## config.mk

```make
export PLATFORM = sky130hd
export DESIGN_NAME = efx_queue
export DESIGN_NICKNAME = d
export VERILOG_FILES = /design/src/hdl/efx_pkg.sv /design/src/hdl/efx_queue.sv
export SDC_FILE = /design/constraint.sdc
export NUM_CORES = 1
export LEC_CHECK = 0
export BUFFER_PORTS_ARGS = -buffer_cell sky130_fd_sc_hd__clkbuf_2
export CAP_MARGIN = 20
export CORE_MARGIN = 2
export CORE_UTILIZATION = 35
export CTS_BUF_LIST = sky130_fd_sc_hd__clkbuf_16
export CTS_CLUSTER_SIZE = 24
export DETAILED_ROUTE_END_ITERATION = 8
export HOLD_SLACK_MARGIN = 0.02
export SLEW_MARGIN = 25
export SYNTH_ARGS = -nofsm -noshare
export SYNTH_HDL_FRONTEND = slang
export SYNTH_SLANG_ARGS = --single-unit
```

## constraint.sdc

```tcl
create_clock -name clk -period 27.7 [get_ports clk]
set_input_delay 5.54 -clock clk [delete_from_list [all_inputs] [get_ports clk]]
set_output_delay 5.54 -clock clk [all_outputs]
set_load 0.02 [all_outputs]
```

## src/hdl/efx_pkg.sv

```systemverilog
`timescale 1ns / 1ps
package efx_pkg;

  localparam int ORDER_LIMIT = 16;
  localparam int MAX_WINDOW  = 4096;
  localparam int SAMPLE_BITS = 16;

  localparam int ORD_W   = 5;
  localparam int WIN_W   = 13;
  localparam int VAL_W   = 35;
  localparam int COND_W  = 43;
  localparam int SUM_W   = 44;
  localparam int IDX_W   = 4;
  localparam int ADDR_W  = 2 * IDX_W;
  localparam int PROD_W  = 2 * SAMPLE_BITS;
  localparam int CFGI_W  = 2;

  localparam logic [WIN_W-1:0] COUNT_MAX = 13'd8191;

  // register indexes of the configuration port
  localparam logic [CFGI_W-1:0] CFG_ORDER   = 2'd0;
  localparam logic [CFGI_W-1:0] CFG_WINDOW  = 2'd1;
  localparam logic [CFGI_W-1:0] CFG_EXC_THR = 2'd2;
  localparam logic [CFGI_W-1:0] CFG_ORD_THR = 2'd3;

  // effective configuration, limits already applied
  typedef struct packed {
    logic [ORD_W-1:0] n;
    logic [WIN_W-1:0] w;
    logic [VAL_W-1:0] exc_thr;
    logic [VAL_W-1:0] ord_thr;
  } efx_cfg_t;

  // one classified item handed from the front to the back
  typedef struct packed {
    logic [ORDER_LIMIT-1:0][SAMPLE_BITS-1:0] hist;
    logic acc;
    logic last;
    logic err;
  } efx_cmd_t;

endpackage

```

## src/hdl/efx_queue.sv

```systemverilog
`timescale 1ns / 1ps
module efx_queue (
  input  logic              clk,
  input  logic              rst,
  input  logic              push_valid,
  output logic              push_ready,
  input  efx_pkg::efx_cmd_t push_cmd,
  output logic              pop_valid,
  input  logic              pop_ready,
  output efx_pkg::efx_cmd_t pop_cmd
);

  efx_pkg::efx_cmd_t slots [2];
  logic       wr_ptr;
  logic       rd_ptr;
  logic [1:0] fill;
  logic       do_push;
  logic       do_pop;

  always_comb begin
    push_ready = (fill != 2'd2);
    pop_valid  = (fill != 2'd0);
    pop_cmd    = slots[rd_ptr];
    do_push    = push_valid && push_ready;
    do_pop     = pop_valid && pop_ready;
  end

  // two-entry fifo
  always_ff @(posedge clk) begin
    if (rst) begin
      wr_ptr <= 1'b0;
      rd_ptr <= 1'b0;
      fill   <= 2'd0;
    end else begin
      if (do_push) begin
        slots[wr_ptr] <= push_cmd;
        wr_ptr        <= ~wr_ptr;
      end
      if (do_pop) rd_ptr <= ~rd_ptr;
      if (do_push && !do_pop) fill <= fill + 2'd1;
      else if (!do_push && do_pop) fill <= fill - 2'd1;
    end
  end

endmodule

```

* Word level (Yosys, flattened, before mapping) *
Memories as Yosys holds them, arrays and structs flattened. A register that Yosys moved wholly into a read port is not among the register bits.
Cells that the tools add are included.

storage, ports and cells
  register bits after elaboration = 4
  memory bits (writable) = 518
  input bits = 263
  output and inout bits = 261
  logic and storage cells = 24
  memories = 1

memory list
  memory  words  bits a word  read ports  clocked after Yosys merged registers in  wr ports  line             RTL
  slots   2      259          1           1                                        1         efx_queue.sv:13  efx_pkg::efx_cmd_t slots [2];

cells by class
  add/subtract/negate cells = 2
  equality and inequality tests = 1
  multiplexer cells = 7
  bitwise logic cells = 2
  reduce and logical (&&, ||, !) cells = 8

operator list
  operator               count
  $mux W1                5
  $logic_and A1 B1 Y1    4
  $mux W2                2
  $reduce_bool A2 Y1     2
  $add A2 B1 Y2 const B  1
  $logic_not A1 Y1       2
  $ne A2 B2 Y1 const B   1
  $not A1 Y1             2
  $sub A2 B1 Y2 const B  1

* Depth between registers and ports, before layout *
  depth after elaboration = 6
  mapped depth = 8
  mapped depth without buffers = 8

* Worst setup path before layout *
Ideal clock, no wire load.

  kind = input -> register
  start point = input push_valid
  end point = memory slots[1][0] (netlist name), enable pin
  setup time = 1.254 ns
  data arrival time = 24.260 ns
  required time = 26.446 ns
  setup slack = 2.185 ns
  cell stages on the path = 2
  buffers on the path = 0
  path through = nand2_1 nor3b_1

between the ends
  word-level cells in the longest chain between the ends = 4

ends and longest elaborated chain
  element                        line             RTL
  start: declaration             efx_queue.sv:5   input logic push_valid,
  $logic_and A1 B1 Y1            efx_queue.sv:24  do_push = push_valid && push_ready;
  $mux W1                        efx_queue.sv:35  if (do_push) begin
  $mux W1                        efx_queue.sv:30  if (rst) begin
  $mux W1 (implied by the code)  efx_queue.sv:36  slots[wr_ptr] <= push_cmd;
  end: declaration               efx_queue.sv:13

No other way between the ends.

==> out/results.txt <==
#FFs+latches synth = 523
Worst-margin pin slew = 1.13 ns
CP Max Fanout = 58
Met2 wire length = 20,200 um
Worst Path Required = 22.16 ns
Most instantiated cells after synthesis = edfxtp_1, mux2_4, mux2_2
Post-Syn Nets = 1,097
Worst reg-to-reg path cell count = 6
Die height = 242 um
Vias per inst = 4.43
Leak = 9.65 nW
Pwr Total = 2.24 mW
Post-CTS Setup Bufs = 0
R2R Path End = slots[0][168]$_DFFE_PP_
Die span in x = 242 um
Top Metal Used = met5
Root Buffer = clkbuf_16
Synth area leaders = edfxtp_1, mux2_4, mux2_2, buf_6, dfxtp_1
Clk Latency, worst-skew pair = 0.57 ns
Top cell by count, worst path = buf_4
DR iter-0 viols = 345
Critical Path Source Type = register
Cell Area, Synth = 19,800 um^2
Overflow after GRT = 0
Count leader, synth = edfxtp_1
Crit-path cells = buf_4 > buf_4 > mux2_4 > clkbuf_2
RSZ-0062 raised after global routing = false
Fmax = 112 MHz
R2r setup slk = 24.81 ns
Sequential fraction of the synthesis area = 79.2%
Fill count = 4,944
WL/cell = 18.8 um
Total CTS buffers = 54
Worst path arrival time = 3.41 ns
Worst slack at placement = 19.30 ns
Critical path's slowest cell = buf_4
Peak supply drop = 0.0000808 V
Via count = 9,725
Reg-to-reg startpoint = fill[0]$_SDFFE_PP0P_
Post-CTS sizing = 0
Number of buffers added on ports = 523
Clock sinks = 523
Warnings, synthesis = 0
TritonRoute pass-1 iters = 5
Core footprint = 56,100 um^2
CTS max path bufs = 3
WL met3 = 3410 um
Clock transition at the registers of the reported paths = 0.06 ns
Hold Crit Depth = 2
Antenna Nets Post-Route = 0
Largest area contributor in the synthesized netlist = edfxtp_1
Die area = 58,400 um^2
Crit. End Element = primary output
Max_cap viols = 0
Worst rel slew slack = 24.8%
First-pass GRT wire length = 61,000 um
Fin Setup TNS = 0 ns
Routed wire length = 41,300 um
Endpoints failing setup = 0
Setup Skew = 0.0155 ns
Tcrit/Tclk final = 32.3%
Row count = 87
H-Tree Depth = 2
Slew Viols, Final = 0
Final Core Density = 44.5%
Class of the most critical setup path = reg2out
Met1 wire length = 16,600 um
Top cell type's share of synthesized area = 78.7%
Mapped Avg Cell Area = 23.7 um^2
Hold WC Path Type = reg2reg
Tmin final = 8.95 ns
Post-route setup slack = 18.75 ns
Post-synth EDFFs = 518
Power per cell area = 89.7 nW/um^2
Status = complete, no violations
Hpwl dp = 27,900 um
# DRC = 0
GRT Util Overall = 13.6%
Starting density of the core = 35.2%
Largest net degree at the start of global routing = 141
Layout cells sized above 1 = 60.8%
Inst Count DP = 2,093
Hold path endpoint = rd_ptr$_SDFFE_PP0P_
Final Non-Filler Cells = 2,197
Worst path max stage delay = 0.90 ns
CTS tree = built
Synth Flop Type = edfxtp_1
Hold buffers post-CTS = 0
Mapped Cells = 833
Final nets = 1,658
Yosys cell types = 18
IO Count = 524
Final hold vios = 0
Fraction of registers with async set/reset = 0%
Syn-to-layout area delta = 26.3%
Vias in the first global route = 10,100
GP Congestion = 0.764
Antenna violations before repair = 4
Min-Delay Startpoint = rd_ptr$_SDFFE_PP0P_
==> placed cells by master (no fill, tap or decap), drive strengths merged, types with 2 or more instances in the layout <==
cell type and instances:
o21ai 3, edfxtp 518, bufinv 6, mux2 259, a21oi 2, dfxtp 5, buf 11, diode 2
or3 2, xor2 3, clkinvlp 3, clkbuf 580, nor2 3, clkinv 26, inv 12
==> per-layer routing <==
metal,vias to the layer above,GRT usage [%]
met1,4809,16.9
met4,6,4.27
met5,-,0
met3,70,4.88
met2,381,22.3
li1,4459,-
==> sequential cells by signal, indices dropped and copies added, names as in the netlist, named ones only <==
register and cells:
slots 518, fill 2, rd_ptr 1, wr_ptr 1
==> how the worst max path moves through the flow <==
stage                     startpoint  cells after the start                    end
after floorplan           push_valid                      2  slots[1][0]$_DFFE_PP_
after global routing        register                      4           pop_cmd[166]
after detailed placement    register                      4           pop_cmd[163]
final                       register                      4           pop_cmd[166]
after CTS                   register                      4           pop_cmd[163]
after global placement      register                      4           pop_cmd[163]
==> cells by family (layout without fill, tap and decap cells) <==
kind of cell / Yosys count / after routing / synth area share, %
fa+ha+maj: 1 / 1 / 0.0633
buf+inv: 32 / 638 / 1.58
mux: 259 / 259 / 18.6
compound gates: 5 / 5 / 0.127
other cells: 0 / 2 / 0
simple gates: 10 / 10 / 0.266
flops: 523 / 523 / 79.2
xor+xnor: 3 / 3 / 0.133
==> critical path: cells and delay by family, from the launching register on <==
kind / cells / cell delay (ns)
buffers and inverters: 3 / 1.86
DFF: 1 / 0.49
muxes: 1 / 0.36
==> power breakdown <==
part | internal, mW | switching [mW]
logic | 0.248 | 0.318
clock network | 0.426 | 0.290
registers | 0.938 | 0.0180
==> stage by stage <==
step	instance area, um^2	hold slack (ns)
final	24900	0.529
after floorplan	19800	0.461
after global placement	23100	0.490
after detailed placement	23100	0.510
after CTS	24900	0.532
after global routing	24900	0.575
==> final cells by class <==
| cell class | instances | area [um^2] | share of cell area (%) |
|---|---|---|---|
| Antenna cell | 2 | 5.00 | 0.0201 |
| Clock buffer | 57 | 1430 | 5.72 |
| Clock inverter | 44 | 353 | 1.41 |
| Inverter | 3 | 11.3 | 0.0451 |
| Multi-Input combinational cell | 278 | 3800 | 15.2 |
| Sequential cell | 523 | 15700 | 62.8 |
| Tap cell | 756 | 946 | 3.79 |
| Timing Repair Buffer | 534 | 2750 | 11.0 |
No activity file was read; power rests on OpenSTA's default activity.
