**src/hdl/efx_pkg.sv**
```systemverilog
`timescale 1ns / 1ps
package efx_pkg;

  localparam int ORDER_LIMIT = 16;
  localparam int MAX_WINDOW  = 4096;
  localparam int SAMPLE_BITS = 16;

  localparam int ORD_W   = 5;
  localparam int WIN_W   = 13;
  localparam int VAL_W   = 35;
  localparam int COND_W  = 43;
  localparam int SUM_W   = 44;
  localparam int IDX_W   = 4;
  localparam int ADDR_W  = 2 * IDX_W;
  localparam int PROD_W  = 2 * SAMPLE_BITS;
  localparam int CFGI_W  = 2;

  localparam logic [WIN_W-1:0] COUNT_MAX = 13'd8191;

  // register indexes of the configuration port
  localparam logic [CFGI_W-1:0] CFG_ORDER   = 2'd0;
  localparam logic [CFGI_W-1:0] CFG_WINDOW  = 2'd1;
  localparam logic [CFGI_W-1:0] CFG_EXC_THR = 2'd2;
  localparam logic [CFGI_W-1:0] CFG_ORD_THR = 2'd3;

  // effective configuration, limits already applied
  typedef struct packed {
    logic [ORD_W-1:0] n;
    logic [WIN_W-1:0] w;
    logic [VAL_W-1:0] exc_thr;
    logic [VAL_W-1:0] ord_thr;
  } efx_cfg_t;

  // one classified item handed from the front to the back
  typedef struct packed {
    logic [ORDER_LIMIT-1:0][SAMPLE_BITS-1:0] hist;
    logic acc;
    logic last;
    logic err;
  } efx_cmd_t;

endpackage

```
**src/hdl/efx_front.sv**
```systemverilog
`timescale 1ns / 1ps
module efx_front (
  input  logic                              clk,
  input  logic                              rst,
  input  efx_pkg::efx_cfg_t                 cfg,
  input  logic                              in_valid,
  output logic                              in_ready,
  input  logic [efx_pkg::SAMPLE_BITS-1:0]   sample,
  input  logic                              last,
  output logic                              push_valid,
  input  logic                              push_ready,
  output efx_pkg::efx_cmd_t                 push_cmd
);

  logic [efx_pkg::ORDER_LIMIT-1:0][efx_pkg::SAMPLE_BITS-1:0] hist;
  logic [efx_pkg::WIN_W-1:0] count;
  logic [efx_pkg::WIN_W-1:0] count_inc;
  logic [efx_pkg::WIN_W:0]   need;
  logic                      accept;

  // classify the item against the run position
  always_comb begin
    count_inc = (count == efx_pkg::COUNT_MAX) ? count : count + 13'd1;
    need      = {9'd0, cfg.n} + {1'b0, cfg.w};
    in_ready  = push_ready;
    push_valid = in_valid;
    accept    = in_valid && push_ready;
    push_cmd.hist = hist;
    push_cmd.last = last;
    push_cmd.acc  = (cfg.n != '0) && ({1'b0, count} >= {9'd0, cfg.n}) &&
                    ({1'b0, count} < need);
    push_cmd.err  = (cfg.n == '0) || (cfg.w == '0) || ({1'b0, count_inc} < need);
  end

  // lag history and sample count
  always_ff @(posedge clk) begin
    if (rst) begin
      hist  <= '0;
      count <= '0;
    end else if (accept) begin
      if (last) begin
        hist  <= '0;
        count <= '0;
      end else begin
        hist  <= {hist[efx_pkg::ORDER_LIMIT-2:0], sample};
        count <= count_inc;
      end
    end
  end

endmodule

```
**config.mk**
```make
export PLATFORM = sky130hd
export DESIGN_NAME = efx_front
export DESIGN_NICKNAME = d
export VERILOG_FILES = /design/src/hdl/efx_pkg.sv /design/src/hdl/efx_front.sv
export SDC_FILE = /design/constraint.sdc
export NUM_CORES = 1
export LEC_CHECK = 0
export BUFFER_PORTS_ARGS = -buffer_cell sky130_fd_sc_hd__buf_2
export CORE_MARGIN = 3
export CORE_UTILIZATION = 51
export CTS_CLUSTER_SIZE = 25
export DETAILED_ROUTE_END_ITERATION = 10
export GPL_ROUTABILITY_DRIVEN = 0
export PLACE_DENSITY = 0.86
export SLEW_MARGIN = 20
export SYNTH_ARGS = -nofsm -noshare
export SYNTH_HDL_FRONTEND = slang
export SYNTH_SLANG_ARGS = --single-unit
```
**constraint.sdc**
```tcl
create_clock -name clk -period 3.37 [get_ports clk]
set_clock_uncertainty 0.1 [all_clocks]
set_input_delay 0.1685 -clock clk [delete_from_list [all_inputs] [get_ports clk]]
set_output_delay 0.1685 -clock clk [all_outputs]
set_load 0.005 [all_outputs]
```
---- Yosys cells after proc, flatten, opt, wreduce, memory -nomap -nowiden ----
Cells that the tools add are included.
word-level totals
  output and inout port bits .............. 261
  bits in registers ....................... 269
  logic and storage cells ................. 34
cells by class
  $lt $le $gt $ge ......................... 3
  reductions and logical operators ........ 8
  eq/ne operators ......................... 1
  muxes and demuxes ....................... 3
  add/subtract/negate cells ............... 2
operator list
  operator                 number
  $mux W256                1
  $lt A13 B14 Y1           2
  $mux W13                 2
  $add A5 B13 Y14          1
  $add A13 B1 Y13 const B  1
  $eq A13 B13 Y1 const B   1
  $ge A13 B5 Y1            1
  $logic_not A13 Y1        1
  $logic_not A5 Y1         1
  $reduce_bool A5 Y1       1
  $logic_and A1 B1 Y1      3
  $logic_or A1 B1 Y1       2

---- Longest topological paths before layout ----
  depth in word-level cells ............... 4
  gate-level depth with buffers ........... 17

---- Least setup slack after synthesis ----
OpenSTA, ideal clock, no wires.
  path kind ............................... input to output
  start ................................... in cfg[70] in the netlist's numbering
  end ..................................... out push_cmd[0] in the netlist's numbering
  arrival ................................. 2.721 ns
  data required time ...................... 3.102 ns
  slack ................................... 0.380 ns
  cell stages on the path ................. 17
  path buffers ............................ 0
  path through ............................ ha_1 inv_1 fa_1 nor2b_1 o21bai_1 nand2_1 nand2_1 nor3_1 xnor2_1 ha_1 o21a_1 o21a_1 o211ai_1 nor2_1 o211ai_1 a21oi_1 a211oi_1
RTL lines
  element          RTL line         RTL
  start, declared  efx_front.sv:5   input efx_pkg::efx_cfg_t cfg,
  end, declared    efx_front.sv:12  output efx_pkg::efx_cmd_t push_cmd

==> flow_summary.toml <==
[grt]
grt_max_degree = 125
antenna_found_initial = 0
grt_overflow = 0
grt_pass1_wl_mm = 54.8
grt_usage = 0.270
first_global_vias = 10300

[die]
die_area_um2 = 24600
rows = 54
start_util = 0.524
core_area_um2 = 22100
dieHeight_um = 157
io_pins = 370
die_x_um = 157

[worst_setup_path]
r2r-end = "count[3]"
reg2reg_from = "count[0]"
cpPeakStageDelay_ns = 0.36
path_depth = 15
cp_top_family = "compound AO/OA/AOI/OAI gates"
endpoint_kind = "output port"
crit_chain = "ha_4 -> and2_4 -> nand3_2 -> and4_4 -> and3_4 -> xor2_1 -> ha_1 -> o21a_1 -> o21a_1 -> o211ai_1 -> buf_4 -> buf_4 -> nor3_1 -> a211oi_2 -> buf_2"
critical_path_required_ns = 3.10
crit_arrival_ns = 3.37
reg2regPathDepth = 20
endpoint = "push_cmd[0]"
start_kind = "flop"
cpMaxStageDelayCell = "dfxtp_2"
worstPathMaxFanout = 3
critPathKind = "flop to output port"
worstPathBufferInverterCount = 3
crit_start = "count[0]"
ff2ff_setup_slack_ns = 0.12

[place]
port_buffers = 299
pre_cts_ws_ns = -0.116
post_dp_cell_area_um2 = 13300
dp_hpwl_mm = 22.8

[power_and_ir_drop]
power.total_uw = 6620
leakage_uw = 0.00603
peakVddDrop_v = 0.000325
powerDensity_nw_per_um2 = 448

[clocking]
clock_latency_ns = 0.53
tritoncts = "done"
cts_root_buf = "clkbuf_16"
ctsHtreeMaxLevel = 1
clock_path_buffers = 3
clock-sinks = 269
clk_pin_slew_ns = 0.07
cts_made_buffers = 27

[timing]
drv_slew = 0
rsz0062_at_grt = "yes"
fmax_ghz = 0.275
finalHoldViolations = 0
setup_violations = 2
whs_ns = 0.169
worst_slack_ns = -0.271
relSlewSlack = 0.432
tightest_slew_ns = 0.853
post-route-period-util = 1.08
fin_crit_ns = 3.64

[route]
ant_nets = 0
routedWlPerCell_um = 18.6
drcViolationCount = 0
vias = 11300
detail_route.iter0.violations = 1222
met2_length_mm = 17.6
vias_per_cell = 5.79
drt-met1-wl_mm = 14.5
routed_wl_mm = 36.4
dr.pass1.iters = 5
topRoutingLayerUsed = "met4"
wl_met3_mm = 2.66

[status]
failed_checks = "setup timing"
status = "complete, but fails checks"

[yosys]
ys_warn_count = 0
syn_area_um2 = 11600
synth-seq-cells = 269
synth_top_family_by_area = "simple AND/OR/NAND/NOR gates"
yosysTopAreaCell = "dfxtp_1"
synth.avg_cell_area_um2 = 8.43
syn-num-nets = 1515
synth_xor_area_frac = 0.0173
yosysTopAreaCellShare = 0.465
yosys.area_share.simple = 0.293
yosysSeqAreaShare = 0.465
synthMuxAreaShare = 0.000972
synth_fa_ha_area_frac = 0.0369
synth_area_leaders = "dfxtp_1 46%, nand3b_1 17%, a21oi_1 12%, nand2_1 8.7%, clkbuf_1 3.7%"
ys_types = 44
synth_cells = 1374
synth-compound-area-share = 0.143

[finish]
design_area_um2 = 14800
antenna_cells = 0
drive_above_1_share = 0.275
syn2layout_area_growth_pct = 27.6
final_nets = 1804
final_core_util = 0.669

[worst_hold_path]
min_path_type = "primary input to flop"

[job]
cap_violations = 0
flip-flops by register name, indices dropped and copies added, names as in the netlist:
signal and flops:
count 13, push_cmd 256
power breakdown:
| group | total [uW] | switching [uW] | internal, uW |
|---|---|---|---|
| clock | 2920 | 1240 | 1680 |
| sequential | 3190 | 6.89 | 3180 |
| combinational | 507 | 310 | 197 |
Yosys cell counts, drive strengths merged:
library cell / instances
nor3b: 1
a211oi: 7
a221o: 1
nand3b: 256
nand2b: 4
o31ai: 1
nand3: 11
xnor2: 11
a21oi: 273
maj3: 2
nand2: 268
o211ai: 2
ha: 31
nor3: 7
o21ai: 11
a22oi: 7
mux2: 1
and4: 6
nor4: 5
clkbuf: 115
nor2b: 2
a21o: 7
xor2: 11
and3: 6
o21bai: 1
nor4bb: 1
buf: 6
or2: 1
nor2: 25
nand4: 7
fa: 1
inv: 12
dfxtp: 269
and2: 2
o21a: 3
kinds of logic (layout without fill, tap and decap cells):
family / after synthesis / count (layout)
muxes: 1 / 1
buffers and inverters: 133 / 440
adders and majority gates: 34 / 34
xor gates and xnor gates: 22 / 22
and+or+nand+nor: 602 / 602
AOI/OAI and AO/OA: 313 / 313
DFF: 269 / 269
metrics by stage:
stage                     instances  TNS, ns
after CTS                      1952   -0.107
after global placement         1860  -0.0460
after global routing           1961   -0.391
final                          1961   -0.313
after floorplan                1374        0
after detailed placement       1860   -0.132
per-layer routing:
layer / up-vias / GRT usage
met5: - / 0
met4: 0 / 0.108
met3: 121 / 0.0503
met2: 507 / 0.456
met1: 5394 / 0.342
li1: 5324 / -
worst min path at each step:
stage,to,from,depth (start not counted)
2_1_floorplan,push_cmd[10],sample[7],2
3_3_place_gp,push_cmd[248],push_cmd[248],2
3_5_place_dp,push_cmd[257],push_cmd[257],2
4_1_cts,count[12],last,2
5_1_grt,count[12],last,2
6_report,count[12],last,2
what timing repair did:
action                                  in CTS  in global routing
setup buffers                               29                 13
pin swaps                                   26                 31
hold endpoints to repair                    16                  0
hold buffers                                16                  0
cloned                                       0                  0
gates resized for setup                     30                 27
endpoints found under the setup margin       2                  3
cell type report:
class | instances | area (um^2)
clock inverter | 9 | 82.6
fill | 1742 | 7320
sequential | 269 | 5400
multi-input combinational | 972 | 5880
inverter | 12 | 45.0
timing repair buffer | 381 | 2240
tap | 280 | 350
clock buffer | 38 | 777
layout by cell type (no fill, tap or decap), types with 16 or more instances in the layout:
cell	instances
dlygate4sd3_1	16
nor2_1	24
clkbuf_16	27
a21oi_1	269
dfxtp_1	260
nand2_1	266
buf_4	60
buf_2	294
nand3b_1	256
ha_1	28
(Power assumes the default switching activity.)
